--- config.mk ---
export PLATFORM = sky130hd
export DESIGN_NAME = rle_div
export DESIGN_NICKNAME = d
export VERILOG_FILES = /design/src/hw/rtl/rle_pkg.sv /design/src/hw/rtl/rle_div.sv
export SDC_FILE = /design/constraint.sdc
export NUM_CORES = 1
export LEC_CHECK = 0
export BUFFER_PORTS_ARGS = -buffer_cell sky130_fd_sc_hd__buf_4
export CAP_MARGIN = 10
export CORE_ASPECT_RATIO = 0.7
export CORE_MARGIN = 2
export CORE_UTILIZATION = 32
export DETAILED_ROUTE_END_ITERATION = 6
export PLACE_DENSITY = 0.63
export RECOVER_POWER = 25
export SLEW_MARGIN = 25
export SYNTH_ARGS = -nofsm -noshare
export SYNTH_HDL_FRONTEND = slang
export SYNTH_SLANG_ARGS = --single-unit
--- constraint.sdc ---
create_clock -name clk_i -period 7.8 [get_ports clk_i]
set_input_delay 0.39 -clock clk_i [delete_from_list [all_inputs] [get_ports clk_i]]
set_output_delay 0.39 -clock clk_i [all_outputs]
set_load 0.02 [all_outputs]
--- src/hw/rtl/rle_pkg.sv ---
package rle_pkg;

  localparam int unsigned TABLE_DEPTH = 256;
  localparam int unsigned ADDR_W = (TABLE_DEPTH > 1) ? $clog2(TABLE_DEPTH) : 1;
  localparam int unsigned CNT_W = $clog2(TABLE_DEPTH + 1);
  localparam int unsigned RNG_W = 9;
  localparam int unsigned IDX_W = (CNT_W > RNG_W) ? CNT_W : RNG_W;
  localparam int unsigned VAL_W = 32;
  localparam int unsigned ENT_W = 31;
  localparam int unsigned LCM_W = 63;
  localparam int unsigned ST_W = 3;
  localparam int unsigned DIV_CNT_W = $clog2(LCM_W);
  localparam int unsigned MUL_CNT_W = $clog2(ENT_W);
  localparam int unsigned SHF_W = $clog2(ENT_W);

  typedef enum logic [ST_W-1:0] {
    ST_OK        = 3'd0,
    ST_BAD_RANGE = 3'd1,
    ST_NONPOS    = 3'd2,
    ST_FULL      = 3'd3,
    ST_OVERFLOW  = 3'd4
  } status_e;

  typedef enum logic [0:0] {
    CMD_APPEND = 1'b0,
    CMD_QUERY  = 1'b1
  } cmd_e;

  typedef enum logic [3:0] {
    S_IDLE,
    S_RD,
    S_XL,
    S_MOD_GO,
    S_MOD_W,
    S_GCD_GO,
    S_GCD_W,
    S_DIV_GO,
    S_DIV_W,
    S_MUL_GO,
    S_MUL_W,
    S_RESP
  } state_e;

endpackage

--- src/hw/rtl/rle_div.sv ---
module rle_div (
  input  logic                      clk_i,
  input  logic                      rst_ni,
  input  logic                      start_i,
  input  logic [rle_pkg::LCM_W-1:0] dividend_i,
  input  logic [rle_pkg::ENT_W-1:0] divisor_i,
  output logic                      done_o,
  output logic [rle_pkg::LCM_W-1:0] quo_o,
  output logic [rle_pkg::ENT_W-1:0] rem_o
);
  import rle_pkg::*;

  logic                 busy_q, done_q;
  logic [DIV_CNT_W-1:0] cnt_q;
  logic [LCM_W-1:0]     quo_q;
  logic [ENT_W-1:0]     rem_q, dvs_q;
  logic [ENT_W:0]       trial, diff;
  logic                 ge;

  // restoring division, one quotient bit per cycle
  assign trial = {rem_q, quo_q[LCM_W-1]};
  assign ge    = trial >= {1'b0, dvs_q};
  assign diff  = trial - {1'b0, dvs_q};

  always_ff @(posedge clk_i or negedge rst_ni) begin
    if (!rst_ni) begin
      busy_q <= 1'b0;
      done_q <= 1'b0;
      cnt_q  <= '0;
    end else if (start_i) begin
      busy_q <= 1'b1;
      done_q <= 1'b0;
      cnt_q  <= '0;
    end else if (busy_q) begin
      cnt_q <= cnt_q + 1'b1;
      if (cnt_q == DIV_CNT_W'(LCM_W - 1)) begin
        busy_q <= 1'b0;
        done_q <= 1'b1;
      end
    end else begin
      done_q <= 1'b0;
    end
  end

  always_ff @(posedge clk_i) begin
    if (start_i) begin
      quo_q <= dividend_i;
      rem_q <= '0;
      dvs_q <= divisor_i;
    end else if (busy_q) begin
      rem_q <= ge ? diff[ENT_W-1:0] : trial[ENT_W-1:0];
      quo_q <= {quo_q[LCM_W-2:0], ge};
    end
  end

  assign done_o = done_q;
  assign quo_o  = quo_q;
  assign rem_o  = rem_q;
endmodule

==> results.cfg <==
[global_routing]
grt_util_met3_pct = 6.71
grt-busiest-layer = met1
grt-ovfl-total = 0
grt_max_degree = 62
grt_pass1_wl_um = 29200
grt_usage_pct = 16.1
antenna_found_initial = 1
grt_pass1_vias = 5233
met1_usage_pct = 22.9
gr-usage-met2_pct = 22.5

[hold_path]
holdCritPathClass = in2reg
min_from = divisor_i[4]
hold_depth = 1
min_delay_worst_endpoint = dvs_q[4]

[sta]
timing.final.crit_period_ns = 4.13
tightest_slew_ns = 2.50
fin_worst_skew_ns = 0.0136
setup_viol = 0
rsz0062_at_grt = false
fmax_mhz = 242
slew_headroom_pct = -66.7
setup_tns_ns = 0
finalHoldViolCount = 0
post-route-period-util_pct = 53.0
slew_violations = 88

[setup_path]
critPathMaxStageDelay_ns = 1.73
r2r_cells = 12
worst_setup_path_start_kind = input port
critPathMostFrequentCell = clkbuf_1
path_buf_inv = 2
crit_path_max_fanout = 44
r2r-end = rem_o[26]
worst_path_max_delay_cell = clkbuf_1
critPathArrivalTime_ns = 4.31
cp-end-kind = register
cp_cell_sequence = clkbuf_1, clkbuf_1, mux2_2
cpLargestDelayFamily = buffers and inverters
critPathKind = in2reg
rrSetupSlack_ns = 4.13
critical_path_required_ns = 7.97
reg2reg_from = quo_o[62]

[logic_synthesis]
ys_ff_latch = 133
async_flop_share_pct = 6.02
synth-edff-count = 94
syn_avg_cell_area_um2 = 11.6
yosysSeqAreaShare_pct = 51.1
synthTopCellsByCount = 94 x edfxtp_1, 64 x mux2_2, 40 x nor2_1
ys_warn_count = 0
yosysTopAreaCell = edfxtp_1
syn_area_mm2 = 0.00713
synth_ff_type = edfxtp_1
yosysUniqueCellTypes = 61
yosys.area.top_type_share_pct = 39.6
synth_nets = 745
synth.most_common_cell = edfxtp_1
yosys-top-cells-area = edfxtp_1 40%, mux2_2 10%, dfxtp_1 8.7%, ha_1 5.8%, mux2i_1 2.9%
synth_cells = 614

[layout]
drive_gt1_share_pct = 36.6
nets = 936
design_area_mm2 = 0.00941
fin_util_pct = 43.2
area.growth.synth_to_final_pct = 32.0

[die]
start_util_pct = 32.7
io_pins = 192
dieWidth_um = 182
dieArea_mm2 = 0.0235
core_mm2 = 0.0218
fp.dieH_um = 129
core.rowCount = 45

[route]
drt_iter0_drc = 359
drc = 0
antenna_left = 0
routedWlPerCell_um = 17.2
vias_per_cell = 4.95
wl_um = 18900
dr.pass1.iters = 4
vias = 5448

[run_status]
outcome = complete, but fails checks
violations = capacitance limit, slew limit

[power]
powerDensity_mw_per_mm2 = 341
ir_drop_mv = 0.189
finalPower_w = 0.00321
p_leak_nw = 3.98

[cts]
clk_path_buf_depth = 2
clk_latency_ns = 0.43
cts.sinks = 133
cts_max_level = 4
clockRootBuffer = clkbuf_16
post_cts_resized = 0
clk_pin_slew_ns = 0.07
cts_tree = built
cts-buffers-inserted = 17

[place]
hpwl_um = 13900
portBuffers = 191
gp_congestion = 0.882
place_area_mm2 = 0.00883

[run]
drv_cap = 2
routing by layer:
metal / wire length, um / part of all wire, %
met5: 0 / 0
met2: 7840 / 41
met3: 1600 / 8.5
met1: 9280 / 49
met4: 216 / 1.1
kinds of logic (layout without fill, tap and decap cells):
family | Yosys count | in the layout | synth area share (%)
muxes | 85 | 85 | 13.1
other | 0 | 1 | 0
and+or+nand+nor | 131 | 131 | 8.87
buffers and inverters | 65 | 269 | 3.79
AOI/OAI and AO/OA | 133 | 133 | 13.0
adders and majority gates | 34 | 34 | 6.07
xor gates and xnor gates | 33 | 33 | 4.06
DFF | 133 | 133 | 51.1
cell type report:
cell class | instances | area, um2
Inverter | 39 | 146
Antenna cell | 1 | 2.50
Fill cell | 2076 | 12400
Timing Repair Buffer | 198 | 1460
Clock inverter | 12 | 116
Clock buffer | 20 | 468
Sequential cell | 133 | 3640
Multi-Input combinational cell | 416 | 3210
Tap cell | 282 | 353
cells in the final DEF (no fill, tap or decap), drive strengths merged, types with 2 or more instances in the layout:
cell and n:
dfrtp 8, nand3 14, or3 3, clkbuf 57, buf 160, nor3 3, o31ai 7, a21o 14
o21bai 3, a311oi 2, nor2b 6, mux2 64, o21a 6, nor4 3, nor2 40, o211ai 4
o2bb2a 5, nand4 5, xor2 13, nand2 36, a21oi 25, dfxtp 31, o21ai 29, clkinv 5
o221ai 2, a211oi 22, or2 3, and3 2, or3b 2, ha 33, a31o 3, edfxtp 94
xnor2 20, inv 43, clkinvlp 2, and2 3, mux2i 21, nand2b 9
what timing repair did:
action,4_1_cts,5_1_grt
hold buffers,1,0
endpoints found under the hold margin,8,0
buffers inserted,0,0
power by group:
part / total [W] / switching (W) / internal [W] / leakage [nW]
clock network: 0.000806 / 0.000336 / 0.000470 / 0.283
logic: 0.00138 / 0.000780 / 0.000604 / 2.37
registers: 0.00102 / 0.000122 / 0.000896 / 1.33
worst max path at each step:
stage	slack, ns	startpoint	cells after the start	end
global route	3.29	start_i	3	quo_o[62]
global placement	4.34	quo_o[62]	12	rem_o[19]
CTS	4.18	quo_o[62]	12	rem_o[19]
floorplan	5.04	quo_o[62]	11	rem_o[0]
finish	3.67	start_i	3	quo_o[62]
detailed placement	4.21	quo_o[62]	12	rem_o[19]
through the flow:
| step | worst slack, ns | std cells | hold slack (ns) |
|---|---|---|---|
| after global routing | 3.29 | 1100 | 0.135 |
| final | 3.67 | 1101 | 0.155 |
| after floorplan | 5.04 | 614 | 0.0944 |
| after CTS | 4.18 | 1100 | 0.113 |
| after detailed placement | 4.21 | 1067 | 0.219 |
| after global placement | 4.34 | 1067 | 0.217 |
sequential cells by signal (all words and copies together), names as in the netlist:
signal,cells
cnt_q,6
dvs_q,31
rem_o,31
done_o,1
busy_q,1
quo_o,63
No activity file was read; power rests on OpenSTA's default activity.
