**config.mk**
```make
export PLATFORM = sky130hd
export DESIGN_NAME = rle_mul
export DESIGN_NICKNAME = d
export VERILOG_FILES = /design/src/hw/rtl/rle_pkg.sv /design/src/hw/rtl/rle_mul.sv
export SDC_FILE = /design/constraint.sdc
export NUM_CORES = 1
export LEC_CHECK = 0
export BUFFER_PORTS_ARGS = -buffer_cell sky130_fd_sc_hd__buf_2
export CAP_MARGIN = 30
export CORE_MARGIN = 8
export CORE_UTILIZATION = 52
export DETAILED_ROUTE_END_ITERATION = 16
export PLACE_DENSITY = 0.83
export SLEW_MARGIN = 20
export SYNTH_ARGS = -nofsm -noshare
export SYNTH_HDL_FRONTEND = slang
export SYNTH_SLANG_ARGS = --single-unit
export TNS_END_PERCENT = 5
```
**constraint.sdc**
```tcl
create_clock -name clk_i -period 3.5 [get_ports clk_i]
set_clock_uncertainty 0.15 [all_clocks]
set_input_delay 0.7 -clock clk_i [delete_from_list [all_inputs] [get_ports clk_i]]
set_output_delay 0.7 -clock clk_i [all_outputs]
set_load 0.01 [all_outputs]
```
**src/hw/rtl/rle_pkg.sv**
```systemverilog
package rle_pkg;

  localparam int unsigned TABLE_DEPTH = 256;
  localparam int unsigned ADDR_W = (TABLE_DEPTH > 1) ? $clog2(TABLE_DEPTH) : 1;
  localparam int unsigned CNT_W = $clog2(TABLE_DEPTH + 1);
  localparam int unsigned RNG_W = 9;
  localparam int unsigned IDX_W = (CNT_W > RNG_W) ? CNT_W : RNG_W;
  localparam int unsigned VAL_W = 32;
  localparam int unsigned ENT_W = 31;
  localparam int unsigned LCM_W = 63;
  localparam int unsigned ST_W = 3;
  localparam int unsigned DIV_CNT_W = $clog2(LCM_W);
  localparam int unsigned MUL_CNT_W = $clog2(ENT_W);
  localparam int unsigned SHF_W = $clog2(ENT_W);

  typedef enum logic [ST_W-1:0] {
    ST_OK        = 3'd0,
    ST_BAD_RANGE = 3'd1,
    ST_NONPOS    = 3'd2,
    ST_FULL      = 3'd3,
    ST_OVERFLOW  = 3'd4
  } status_e;

  typedef enum logic [0:0] {
    CMD_APPEND = 1'b0,
    CMD_QUERY  = 1'b1
  } cmd_e;

  typedef enum logic [3:0] {
    S_IDLE,
    S_RD,
    S_XL,
    S_MOD_GO,
    S_MOD_W,
    S_GCD_GO,
    S_GCD_W,
    S_DIV_GO,
    S_DIV_W,
    S_MUL_GO,
    S_MUL_W,
    S_RESP
  } state_e;

endpackage

```
**src/hw/rtl/rle_mul.sv**
```systemverilog
module rle_mul (
  input  logic                      clk_i,
  input  logic                      rst_ni,
  input  logic                      start_i,
  input  logic [rle_pkg::LCM_W-1:0] mcand_i,
  input  logic [rle_pkg::ENT_W-1:0] mplier_i,
  output logic                      done_o,
  output logic                      ovf_o,
  output logic [rle_pkg::LCM_W-1:0] prod_o
);
  import rle_pkg::*;

  logic                 busy_q, done_q, ovf_q;
  logic [MUL_CNT_W-1:0] cnt_q;
  logic [LCM_W-1:0]     mc_q, acc_q;
  logic [ENT_W-1:0]     mp_q;
  logic [LCM_W:0]       sum;

  // multiplier bits MSB first; partial product only grows, so overflow is sticky
  assign sum = {1'b0, acc_q[LCM_W-2:0], 1'b0} + (mp_q[ENT_W-1] ? {1'b0, mc_q} : '0);

  always_ff @(posedge clk_i or negedge rst_ni) begin
    if (!rst_ni) begin
      busy_q <= 1'b0;
      done_q <= 1'b0;
      cnt_q  <= '0;
    end else if (start_i) begin
      busy_q <= 1'b1;
      done_q <= 1'b0;
      cnt_q  <= '0;
    end else if (busy_q) begin
      cnt_q <= cnt_q + 1'b1;
      if (cnt_q == MUL_CNT_W'(ENT_W - 1)) begin
        busy_q <= 1'b0;
        done_q <= 1'b1;
      end
    end else begin
      done_q <= 1'b0;
    end
  end

  always_ff @(posedge clk_i) begin
    if (start_i) begin
      mc_q  <= mcand_i;
      mp_q  <= mplier_i;
      acc_q <= '0;
      ovf_q <= 1'b0;
    end else if (busy_q) begin
      ovf_q <= ovf_q | acc_q[LCM_W-1] | sum[LCM_W];
      acc_q <= sum[LCM_W-1:0];
      mp_q  <= mp_q << 1;
    end
  end

  assign done_o = done_q;
  assign ovf_o  = ovf_q;
  assign prod_o = acc_q;
endmodule

```
==> results.toml <==
[worst_setup_path]
worst-setup-path-type = "reg2reg"
crit_path_end = "prod_o[61]$_SDFFE_PP0P_"
startpoint = "mp_q[30]$_DFFE_PP_"
crit_path_max_incr_delay_ns = 0.42
critical_path_required_ns = 3.67
cpMaxStageDelayCell = "edfxtp_1"
arrival_ns = 3.62
r2r_slack_ns = 0.06
critPathBufInv = 1
crit_fanout = 6
crit-reg2reg-launch = "mp_q[30]$_DFFE_PP_"
crit_family = "compound AO/OA/AOI/OAI gates"
crit_chain = "and2_1, ha_1, inv_1, fa_2, nand2b_4, a21oi_2, nor2_2, a211oi_4, o21ai_4, o31a_1, o21a_4, o311a_1, a221o_1"
path_depth = 13
r2r.worst_path.cells = 13
crit_path_end_kind = "flop"
cp-start-kind = "flop"
crit-reg2reg-capture = "prod_o[61]$_SDFFE_PP0P_"

[drt]
routedWlPerCell_microns = 18.2
via_per_inst = 5.73
vias = 8465
routed_wl_mm = 26.9
drc = 0
drtPass1Iterations = 5
drt-initial-drc-count = 645
ant_nets = 0

[timing]
fin_setup_tns_ns = 0
fin_crit_ns = 3.44
maxSlewHeadroom_pct = 56.1
hold_violations = 0
period_share_pct = 98.3
slew_violations = 0
worstMarginPinSlew_ns = 0.650
final-setup-viol-count = 0
setup_ws_ns = 0.0579
max_freq_mhz = 291
rsz0062_at_grt = "true"

[floorplanning]
start_util_pct = 53.0
io_pins = 162
die_height_microns = 154
fp.dieW_microns = 154
die_area_sq_um = 23700
rows = 50
coreArea_sq_um = 18700

[clock_tree]
h-tree-depth = 4
cts_tree = "yes"
clk_latency_ns = 0.44
cts_buffer_depth = 2
cts_buffers = 17
cts_setup_buffers = 0
cts-root-buf = "clkbuf_16"
path_clk_slew_ns = 0.07
cts.sinks = 165

[yosys]
ys_seq_elements = 165
synth_top_area_share_pct = 28.5
synth_edf_count = 94
syn_area_per_cell_sq_um = 9.72
syn_nets = 1181
synthFlopType = "edfxtp_1"
synth_cell_types = 77
yosys_warnings = 0
synthTopCellsByArea = "edfxtp_1 28%, dfxtp_1 13%, ha_1 8.1%"
ys_seq_area_share_pct = 43.2
synth_top_area_cell = "edfxtp_1"
synthesis.instances = 1019
synthArstFlopShare_pct = 4.24
syn_area_sq_um = 9910

[power_and_ir_drop]
power.switching_mw = 2.51
seqPwrFrac_pct = 36.6
switching_share_pct = 35.5
finalPower_mw = 7.06
powerDensity_nw_per_um2 = 585
p_int_mw = 4.55
p_leak_nw = 5.33
power_frac_clock_pct = 26.1
comb_power_share_pct = 37.3
vdd.ir_drop.worst_v = 0.000373

[job]
drv_cap = 0

[global_route]
grt_use_total_pct = 22.5
grt_pass1_wl_mm = 43.0
first_global_vias = 8440
grt_max_degree = 109
gr-total-overflow = 0
antenna_found_initial = 3

[layout]
layout.filler_cells = 1530
layout-drive-gt1-share_pct = 27.4
num-nets-final = 1392
finish.utilization_pct = 64.5
num_antenna_cells = 0
syn2layout_area_growth_pct = 21.9

[min_path]
min_path_type = "in2reg"

[placed_design]
gp_congestion = 0.943
dp_hpwl_mm = 20.2
post-place-ws_ns = 0.0358
portBuffers = 161

[outcome]
status = "completed"
## power by group through the flow
stage / logic (mW) / registers (mW) / clock network [mW]
5_1_grt: 2.88 / 2.62 / 1.94
3_5_place_dp: 2.55 / 2.62 / 0
2_1_floorplan: 1.55 / 2.65 / 0
4_1_cts: 2.58 / 2.58 / 1.87
3_3_place_gp: 2.50 / 2.61 / 0
6_report: 2.63 / 2.58 / 1.84
## worst min path at each step
stage,start,end,slack [ns],cells past startpoint
CTS,mcand_i[12],mc_q[12]$_DFFE_PP_,0.26,1
finish,mcand_i[53],mc_q[53]$_DFFE_PP_,0.28,1
detailed placement,prod_o[47]$_SDFFE_PP0P_,prod_o[47]$_SDFFE_PP0P_,0.32,2
floorplan,rst_ni,busy_q$_DFF_PN0_,0.25,0
global placement,prod_o[56]$_SDFFE_PP0P_,prod_o[56]$_SDFFE_PP0P_,0.32,2
global route,mcand_i[55],mc_q[55]$_DFFE_PP_,0.26,1
## synthesized netlist by cell type (16+ instances only)
cell type / n
xnor2_1: 39
nand3_1: 16
mux2i_1: 23
nand4_1: 30
nor2_1: 74
inv_1: 23
edfxtp_1: 94
clkbuf_1: 37
nand2_1: 91
a21oi_1: 90
a21o_1: 22
ha_1: 64
o21ai_0: 59
mux2_2: 30
and2_1: 66
xor2_1: 16
o21bai_1: 17
dfxtp_1: 64
## final cells by class
cell class	instances	area [sq um]	share of cell area, %
Inverter	24	90.1	0.746
Tap cell	234	293	2.42
Sequential cell	165	4280	35.5
Clock inverter	13	138	1.14
Multi-Input combinational cell	779	5390	44.6
Timing Repair Buffer	243	1460	12.1
Clock buffer	19	433	3.59
## sequential cells by signal (all words and copies together), names as in the netlist
signal	cells
mc_q	63
prod_o	63
mp_q	31
cnt_q	5
busy_q	1
done_o	1
ovf_o	1
## layer usage
layer  global-route usage [%]  wire, microns  vias to the layer above
li1                         -              -                     4144
met1                     27.8          11500                     3942
met2                     35.6          12300                      306
met3                     7.60           2320                       67
met4                     8.73            770                        6
met5                        0             32                        -
## layout by cell type (no fill, tap or decap), drive strengths merged, types with 4 or more instances in the layout
cell / count
a31oi: 10
a211oi: 6
and3: 6
edfxtp: 94
xor2: 16
or4: 5
nand2: 91
nand4: 30
o21a: 10
nor3: 15
o21ai: 62
clkbuf: 19
mux2: 30
o22ai: 4
nand3: 16
a21o: 24
nor2b: 6
and2: 68
clkinv: 5
a21oi: 92
inv: 30
dfxtp: 64
o21bai: 17
mux2i: 23
o31ai: 9
buf: 242
nor2: 76
ha: 64
nand2b: 8
dfrtp: 7
o2111ai: 5
xnor2: 39
o211ai: 6
## per-stage QoR
step                      hold WS (ns)  std cells  cell area (sq um)
after global routing             0.265       1477              12100
after CTS                        0.265       1477              12000
after global placement           0.315       1444              11400
after detailed placement         0.321       1444              11400
after floorplan                  0.254       1019               9910
final                            0.282       1477              12100
## timing repair
item	4_1_cts	5_1_grt
endpoints found under the hold margin	7	0
hold buffers	1	0
setup endpoints to repair	0	21
gates resized for setup	0	19
## cells by family after synthesis
family	Yosys count	share of synthesized area, %
AOI/OAI and AO/OA	272	17.6
xor gates and xnor gates	55	4.86
adders and majority gates	65	8.28
buffers and inverters	75	3.55
DFF	165	43.2
muxes	53	5.73
and+or+nand+nor	334	16.8
Note: power is estimated with default switching activity, not from simulation.
