`config.mk`:
```
export PLATFORM = sky130hd
export DESIGN_NAME = rle_gcd
export DESIGN_NICKNAME = d
export VERILOG_FILES = /design/src/hw/rtl/rle_pkg.sv /design/src/hw/rtl/rle_gcd.sv
export SDC_FILE = /design/constraint.sdc
export NUM_CORES = 1
export LEC_CHECK = 0
export BUFFER_PORTS_ARGS = -buffer_cell sky130_fd_sc_hd__buf_2
export CAP_MARGIN = 10
export CORE_MARGIN = 2
export CORE_UTILIZATION = 55
export CTS_BUF_LIST = sky130_fd_sc_hd__clkbuf_16
export CTS_CLUSTER_DIAMETER = 80
export CTS_CLUSTER_SIZE = 24
export DETAILED_ROUTE_END_ITERATION = 12
export PLACE_DENSITY = 0.87
export SKIP_LAST_GASP = 1
export SLEW_MARGIN = 20
export SYNTH_ARGS = -nofsm -noshare
export SYNTH_HDL_FRONTEND = slang
export SYNTH_SLANG_ARGS = --single-unit
```
`constraint.sdc`:
```
create_clock -name clk_i -period 3.25 [get_ports clk_i]
set_clock_uncertainty 0.1 [all_clocks]
set_input_delay 0.65 -clock clk_i [delete_from_list [all_inputs] [get_ports clk_i]]
set_output_delay 0.65 -clock clk_i [all_outputs]
set_load 0.1 [all_outputs]
```
`src/hw/rtl/rle_pkg.sv`:
```
package rle_pkg;

  localparam int unsigned TABLE_DEPTH = 256;
  localparam int unsigned ADDR_W = (TABLE_DEPTH > 1) ? $clog2(TABLE_DEPTH) : 1;
  localparam int unsigned CNT_W = $clog2(TABLE_DEPTH + 1);
  localparam int unsigned RNG_W = 9;
  localparam int unsigned IDX_W = (CNT_W > RNG_W) ? CNT_W : RNG_W;
  localparam int unsigned VAL_W = 32;
  localparam int unsigned ENT_W = 31;
  localparam int unsigned LCM_W = 63;
  localparam int unsigned ST_W = 3;
  localparam int unsigned DIV_CNT_W = $clog2(LCM_W);
  localparam int unsigned MUL_CNT_W = $clog2(ENT_W);
  localparam int unsigned SHF_W = $clog2(ENT_W);

  typedef enum logic [ST_W-1:0] {
    ST_OK        = 3'd0,
    ST_BAD_RANGE = 3'd1,
    ST_NONPOS    = 3'd2,
    ST_FULL      = 3'd3,
    ST_OVERFLOW  = 3'd4
  } status_e;

  typedef enum logic [0:0] {
    CMD_APPEND = 1'b0,
    CMD_QUERY  = 1'b1
  } cmd_e;

  typedef enum logic [3:0] {
    S_IDLE,
    S_RD,
    S_XL,
    S_MOD_GO,
    S_MOD_W,
    S_GCD_GO,
    S_GCD_W,
    S_DIV_GO,
    S_DIV_W,
    S_MUL_GO,
    S_MUL_W,
    S_RESP
  } state_e;

endpackage

```
`src/hw/rtl/rle_gcd.sv`:
```
module rle_gcd (
  input  logic                      clk_i,
  input  logic                      rst_ni,
  input  logic                      start_i,
  input  logic [rle_pkg::ENT_W-1:0] a_i,
  input  logic [rle_pkg::ENT_W-1:0] b_i,
  output logic                      done_o,
  output logic [rle_pkg::ENT_W-1:0] gcd_o
);
  import rle_pkg::*;

  logic             busy_q, done_q;
  logic [ENT_W-1:0] a_q, b_q, g_q;
  logic [SHF_W-1:0] k_q;
  logic             fin;

  // binary gcd, one shift or subtract per cycle
  assign fin = (a_q == '0) || (b_q == '0);

  always_ff @(posedge clk_i or negedge rst_ni) begin
    if (!rst_ni) begin
      busy_q <= 1'b0;
      done_q <= 1'b0;
    end else if (start_i) begin
      busy_q <= 1'b1;
      done_q <= 1'b0;
    end else if (busy_q && fin) begin
      busy_q <= 1'b0;
      done_q <= 1'b1;
    end else begin
      done_q <= 1'b0;
    end
  end

  always_ff @(posedge clk_i) begin
    if (start_i) begin
      a_q <= a_i;
      b_q <= b_i;
      k_q <= '0;
    end else if (busy_q) begin
      priority if (b_q == '0) begin
        g_q <= a_q << k_q;
      end else if (a_q == '0) begin
        g_q <= b_q << k_q;
      end else if (!a_q[0] && !b_q[0]) begin
        a_q <= a_q >> 1;
        b_q <= b_q >> 1;
        k_q <= k_q + 1'b1;
      end else if (!a_q[0]) begin
        a_q <= a_q >> 1;
      end else if (!b_q[0]) begin
        b_q <= b_q >> 1;
      end else if (a_q >= b_q) begin
        a_q <= a_q - b_q;
      end else begin
        b_q <= b_q - a_q;
      end
    end
  end

  assign done_o = done_q;
  assign gcd_o  = g_q;
endmodule

```
==> flow_summary.rst, run 1 <==
.. list-table::
   :header-rows: 1

   * - Metric
     - Value
   * - Data required time at the worst endpoint
     - 3.27 ns
   * - Routability cong.
     - 1.04
   * - Core footprint
     - 0.0178 sq mm
   * - Antenna violations before repair
     - 0
   * - Die outline height
     - 138 um
   * - Post-Syn Nets
     - 1294
   * - Time the worst path needs with I/O delays and setup
     - 3.30 ns
   * - Largest fanout on the critical path
     - 8
   * - Endpoint of the lowest-slack register-to-register path
     - gcd_o[22]
   * - Proportion of synthesized chip area in sequential cells
     - 29.7%
   * - Count of fill cells added during filler insertion
     - 1353
   * - Row cnt
     - 49
   * - Number of nets in the layout
     - 1511
   * - Timing endpoint of the critical path
     - gcd_o[22]
   * - Slack of the worst reg-to-reg path
     - -0.05 ns
   * - Starting DRC count in detailed routing
     - 1456
   * - Endpoint type of the worst setup path
     - flip-flop
   * - Normalized max-slew margin
     - 43.3%
   * - Residual overflow from global routing
     - 0
   * - Initial core utilization
     - 55.6%
   * - First-pass GRT wire length
     - 55700 um
   * - Number of top-level design ports
     - 97
   * - Root buf cell
     - clkbuf_16
   * - Area grow syn2layout
     - 28.0%
   * - Number of global-route vias before repair
     - 10000
   * - Multi-input gate area in the final layout
     - 0.00668 sq mm
   * - Most frequent cells in the layout
     - 185 x buf_4, 113 x a21oi_1, 110 x inv_1
   * - Number of endpoints failing setup at the final stage
     - 3
   * - Synth warn
     - 0
   * - Clock transition time at the flip-flop clock pins of the worst setup and hold paths
     - 0.08 ns
   * - RR Startpoint
     - b_q[13]
   * - Crit path from
     - b_q[13]
   * - Vias after detailed routing
     - 10700
   * - Metal1 wirelength
     - 14500 um
   * - Wire length per cell
     - 23.0 um
   * - Wire length on met3
     - 3650 um
   * - Number of maximum-capacitance constraint violations
     - 0
   * - Final hold slack
     - 0.458 ns
   * - Horizontal extent of the die
     - 138 um
   * - Die ar.
     - 0.0191 sq mm
   * - Sink count of the clock tree
     - 100
   * - Mapped cell area
     - 0.00992 sq mm
   * - Number of vias per cell after detailed routing
     - 6.65
   * - Failing checks
     - negative setup slack
   * - Setup TNS
     - -0.105 ns
   * - Detailed route wirelength on metal2
     - 16900 um
   * - Antenna violation net count after detailed routing
     - 0
   * - Number of input and output port buffers inserted
     - 96
   * - Pins Over Slew Limit
     - 0
   * - Worst setup slack after layout
     - -0.0550 ns
   * - Remaining routing DRC violations
     - 0
   * - First-pass detailed-route iteration total
     - 8
   * - Final HPWL from detailed placement
     - 27400 um
   * - Fraction of layout cells with a size suffix above 1
     - 31.8%
   * - Share of the cycle needed by the critical path after routing
     - 102%
   * - Sequential standard cell area
     - 0.00294 sq mm
   * - Largest net degree at the start of global routing
     - 62
   * - Max Buffers Root-to-Sink
     - 2
   * - Leading cell type in the layout, fill and taps excluded
     - buf_4
   * - Top_reg_cell synth
     - edfxtp_1
   * - Type of element launching the critical path
     - flip-flop
   * - Top achievable clock speed
     - 0.303 GHz
   * - Clock H-tree levels
     - 3
   * - TritonCTS clock tree
     - done
   * - Unrepaired setup endpoints after global routing
     - true
   * - Number of enable-type register cells in the synthesized netlist
     - 93
   * - Mean instance size in the synthesized netlist
     - 8.53 sq um
   * - Data arrival time at the worst-slack endpoint
     - 3.32 ns
   * - Total wire length after detailed routing
     - 37100 um
   * - Clock Latency Late Sink
     - 0.37 ns
   * - Proportion of synthesized flip-flops having asynchronous set or reset
     - 2.00%
   * - Final hold viol count
     - 0
   * - Number of instances in the synthesized netlist
     - 1163
   * - Diode insertion count for antenna repair
     - 0
   * - FF+latch count, synth
     - 100
   * - Run status
     - finished with violations
   * - Hold WC Path Type
     - flip-flop to flip-flop
   * - Global-route usage over all layers
     - 36.8%
   * - Top layer used by detailed routing
     - met4
   * - Transition at the pin with the smallest max-transition slack
     - 0.842 ns
   * - Worst reg2reg path depth
     - 10
   * - TritonCTS Buffers
     - 9
   * - Crit Path Category
     - flip-flop to flip-flop
   * - Distinct cell type count of the synthesized netlist
     - 76
## routing by layer
layer | track usage (%) | up-vias
met5 | 0 | -
met4 | 16.1 | 0
met3 | 6.30 | 174
met2 | 59.3 | 754
met1 | 48.9 | 5038
li1 | - | 4772
## state kept, by name, summed over array words and instances (netlist names)
signal and cells:
gcd_o 31, busy_q 1, b_q 31, k_q 5
done_o 1, a_q 31
## kinds of logic after synthesis
logic type / synth area share [%]
XOR/XNOR: 4.86
adder cells (fa/ha/maj): 8.48
multiplexers: 7.48
AO/OA/AOI/OAI: 27.7
AND/OR/NAND/NOR: 13.6
buffers and inverters: 8.21
flip-flops: 29.7
## cells in the mapped netlist (14+ instances only)
master | n | share of area (%)
nand2_1 | 74 | 2.8
ha_1 | 64 | 8.1
a221oi_1 | 44 | 3.9
xor2_1 | 22 | 1.9
clkbuf_1 | 56 | 2.1
inv_1 | 113 | 4.3
a21o_1 | 35 | 2.6
nor3_1 | 16 | 0.81
edfxtp_1 | 93 | 28
nand4_1 | 19 | 1.2
nor2_1 | 77 | 2.9
o21a_1 | 14 | 1.1
a22oi_1 | 15 | 1.1
nor4_1 | 20 | 1.3
xnor2_1 | 33 | 2.9
o21ai_0 | 66 | 3.3
a21oi_1 | 120 | 6.1
buf_2 | 21 | 1.1
a31oi_1 | 15 | 0.95
mux2i_1 | 31 | 3.1
## layout make-up
class | instances | share of cell area [%]
Tap cell | 229 | 2.26
Clock buffer | 9 | 1.77
Inverter | 113 | 3.34
Sequential cell | 100 | 23.2
Multi-Input combinational cell | 865 | 52.6
Clock inverter | 7 | 0.591
Timing Repair Buffer | 291 | 16.2
## worst min path at each step
stage / slack [ns] / from / end / cells past startpoint
after floorplan: 0.25 / rst_ni / busy_q / 0
after global placement: 0.34 / rst_ni / done_o / 1
after detailed placement: 0.34 / rst_ni / done_o / 1
after CTS: 0.46 / busy_q / done_o / 1
after global routing: 0.49 / a_i[29] / a_q[29] / 3
final: 0.46 / busy_q / done_o / 1
## metrics by stage
step | utilization (%) | std cells | area (sq um) | setup WS [ns]
after floorplan | - | 1163 | 9920 | 0.0169
after global placement | 64.9 | 1557 | 11600 | -0.244
after detailed placement | 64.9 | 1557 | 11600 | -0.302
after CTS | 67.2 | 1579 | 12000 | -0.0350
after global routing | 71.1 | 1614 | 12700 | -0.177
final | 71.1 | 1614 | 12700 | -0.0550
## repair_timing
action                                  CTS  global route
pin swaps                                 4            21
buffers inserted                          4            34
hold buffers                              1             0
resized for setup                        11            92
endpoints found under the setup margin   30           133
gates cloned                              1             1
endpoints found under the hold margin     2             0
## critical path, stage by stage (launching register included)
cell      delay, ns
edfxtp_1       0.52
buf_4          0.20
nor4_4         0.05
buf_4          0.15
and4_4         0.23
and3_4         0.20
o32ai_1        0.65
mux2i_1        0.16
mux2_2         0.34
and3b_1        0.18
a211o_1        0.28
Power of run 1 is not shown: default switching activity piles up to over one toggle a cycle in this logic, so the estimate is an artifact.
==> run 2, diff against run 1 <==
- MAX_ROUTING_LAYER: default -> met4
==> run 2 against run 1 <==
Against the previous run: the flow now finishes without violations; clock-buffer cell count unchanged; fmax increased by 2.4%; final area decreased by 1.7%; die area unchanged; cell count decreased by 0.19%; via count decreased by 0.74%; flip-flop and latch count unchanged; routed wire length increased by 2.6%; sequential share of layout area increased by 0.41 points; critical path type unchanged.
==> flow_summary.rst, run 2 (synthesis results as in run 1) <==
.. list-table::
   :header-rows: 1

   * - Metric
     - Value
   * - Final standard cell area without fillers
     - 0.0125 sq mm (-1.7%)
   * - Data required time at the worst endpoint
     - 3.31 ns (+0.04 ns)
   * - Endpoint type of the worst setup path
     - flip-flop
   * - Global-route usage over all layers
     - 39.1% (+2.4 points)
   * - Hold path startpoint
     - k_q[3]
   * - Crit-path slowest cell
     - mux4_2
   * - Normalized max-slew margin
     - 46.8% (+3.5 points)
   * - Top achievable clock speed
     - 0.310 GHz (+2.4%)
   * - Die outline height
     - 138 um (unchanged)
   * - Number of top-level design ports
     - 97 (unchanged)
   * - Fraction of layout cells with a size suffix above 1
     - 29.9% (-1.9 points)
   * - TritonCTS clock tree
     - done
   * - Busiest layer in global routing
     - met2
   * - RR Startpoint
     - b_q[15]
   * - Total wire length after detailed routing
     - 38000 um (+2.6%)
   * - Number of input and output port buffers inserted
     - 96 (unchanged)
   * - Critical Path Max Stage Delay
     - 0.54 ns (-0.11 ns)
   * - Core footprint
     - 0.0178 sq mm (unchanged)
   * - Final HPWL from detailed placement
     - 29200 um (+6.4%)
   * - Min-Delay Path Depth
     - 2 (+1)
   * - Number of endpoints failing setup at the final stage
     - 0 (-3)
   * - Number of global-route vias before repair
     - 10000 (-0.23%)
   * - Crit Path Category
     - flip-flop to flip-flop
   * - Antenna violations before repair
     - 0 (unchanged)
   * - Die ar.
     - 0.0191 sq mm (unchanged)
   * - Worst reg2reg path depth
     - 10 (unchanged)
   * - Antenna violation net count after detailed routing
     - 0 (unchanged)
   * - Unrepaired setup endpoints after global routing
     - true
   * - Largest fanout on the critical path
     - 10 (+2)
   * - Row cnt
     - 49 (unchanged)
   * - Endpoint of the lowest-slack register-to-register path
     - gcd_o[29]
   * - Number of maximum-capacitance constraint violations
     - 0 (unchanged)
   * - Horizontal extent of the die
     - 138 um (unchanged)
   * - Vias after detailed routing
     - 10700 (-0.74%)
   * - Max Buffers Root-to-Sink
     - 2 (unchanged)
   * - Number of nets in the layout
     - 1508 (-0.20%)
   * - Root buf cell
     - clkbuf_16
   * - Slack of the worst reg-to-reg path
     - 0.02 ns (+0.08 ns)
   * - Hold WC Path Type
     - flip-flop to flip-flop
   * - Pins Over Slew Limit
     - 0 (unchanged)
   * - Largest net degree at the start of global routing
     - 65 (+4.8%)
   * - Leading cell type in the layout, fill and taps excluded
     - buf_4
   * - Initial core utilization
     - 55.6% (unchanged)
   * - Starting DRC count in detailed routing
     - 1327 (-8.9%)
   * - Sink count of the clock tree
     - 100 (unchanged)
   * - Type of element launching the critical path
     - flip-flop
   * - Time the worst path needs with I/O delays and setup
     - 3.23 ns (-0.0767 ns)
   * - Remaining routing DRC violations
     - 0 (unchanged)
   * - Data arrival time at the worst-slack endpoint
     - 3.29 ns (-0.03 ns)
   * - Final hold viol count
     - 0 (unchanged)
   * - Worst setup slack after layout
     - 0.0217 ns (+0.0767 ns)
   * - Count of fill cells added during filler insertion
     - 1459 (+7.8%)
   * - Number of vias per cell after detailed routing
     - 6.62 (-0.55%)
   * - TritonCTS Buffers
     - 9 (unchanged)
   * - Clock Latency Late Sink
     - 0.37 ns (about the same)
   * - First-pass GRT wire length
     - 57100 um (+2.5%)
   * - Area grow syn2layout
     - 25.8%
   * - Routability cong.
     - 1.04 (about the same)
   * - Share of the cycle needed by the critical path after routing
     - 99.3% (-2.4 points)
   * - Run status
     - finished, final reports clean
   * - GRT met1 Usage
     - 51.5% (+2.6 points)
   * - Cells along the critical path
     - buf_4 > nor4_4 > and4_4 > buf_12 > and3_1 > o32ai_1 > mux4_2 > mux2i_1 > nand2_1 > o41ai_1
   * - Most frequent cells in the layout
     - 183 x buf_4, 115 x a21oi_1, 112 x inv_1
   * - WHS Endpoint
     - k_q[3]
   * - Pre-CTS setup slack
     - 0.00177 ns (+0.304 ns)
   * - First-pass detailed-route iteration total
     - 6 (-2)
   * - Diode insertion count for antenna repair
     - 0 (unchanged)
   * - Clock H-tree levels
     - 3 (unchanged)
   * - Wire length per cell
     - 23.6 um (+2.8%)
   * - Placed inst area
     - 0.0117 sq mm (+1.3%)
   * - Clock transition time at the flip-flop clock pins of the worst setup and hold paths
     - 0.08 ns (about the same)
   * - Met2 demand-to-capacity share in global routing
     - 61.6% (+2.3 points)
   * - Residual overflow from global routing
     - 0 (unchanged)
   * - Met3 Use GR
     - 4.33% (-2.0 points)
   * - Transition at the pin with the smallest max-transition slack
     - 0.796 ns (-0.0462 ns)
==> run 2: cell types whose count changed in the layout (fill, tap and decap cells not counted), moves of 3 or more <==
cell and delta:
and3_1 +5, inv_2 -3, o21ai_2 -4, o21ai_0 +3, and3_4 -5, a31oi_1 +3
==> run 2: repair_timing <==
item / 4_1_cts / 5_1_grt
gates resized for setup: 1 / 64
buffers inserted: 0 / 15
cloned: 0 / 1
hold endpoints to repair: 2 / 0
pin swaps: 0 / 12
setup endpoints to repair: 2 / 127
hold buffers: 1 / 0
==> run 2: worst max path at each step <==
stage                        from   endpoint  slack, ns  depth (start not counted)
after global placement     b_q[0]    b_q[16]       0.06                         13
after floorplan           a_q[14]    b_q[10]       0.02                          9
after detailed placement  b_q[12]    a_q[14]      0.002                         12
final                     b_q[15]  gcd_o[29]       0.02                         10
after global routing       a_q[0]    a_q[16]      -0.05                         12
after CTS                 a_q[13]    a_q[14]       0.02                         13
==> run 2: layer usage <==
| layer | wire (um) | vias up | part of all wire, % |
|---|---|---|---|
| met1 | 14900 | 5013 | 39 |
| li1 | - | 4764 | - |
| met5 | 0 | - | 0 |
| met2 | 17500 | 738 | 46 |
| met3 | 3560 | 144 | 9.4 |
| met4 | 2010 | 0 | 5.3 |
==> run 2: layout make-up <==
class / count / area [sq um] / share of cell area (%)
Clock buffer: 9 / 225 / 1.81
Timing Repair Buffer: 289 / 2040 / 16.4
Multi-Input combinational cell: 864 / 6490 / 52.1
Sequential cell: 100 / 2940 / 23.6
Inverter: 113 / 424 / 3.40
Tap cell: 229 / 287 / 2.30
Clock inverter: 7 / 58.8 / 0.471
==> run 2: worst max-delay path, delay by kind of cell, from the launching register on <==
| family | cells | cell delay [ns] |
|---|---|---|
| flops | 1 | 0.44 |
| buf+inv | 2 | 0.34 |
| compound gates | 2 | 0.30 |
| simple gates | 4 | 1.12 |
| mux | 2 | 0.72 |
==> run 2: metrics by stage <==
stage / instances / utilization, % / TNS, ns / hold slack, ns
2_1_floorplan: 1163 / - / 0 / 0.254
3_3_place_gp: 1578 / 65.7 / 0 / 0.334
3_5_place_dp: 1578 / 65.7 / 0 / 0.340
4_1_cts: 1595 / 67.4 / 0 / 0.464
5_1_grt: 1611 / 69.9 / -0.393 / 0.474
6_report: 1611 / 69.9 / 0 / 0.460
Power of run 2 is left out for the same reason.
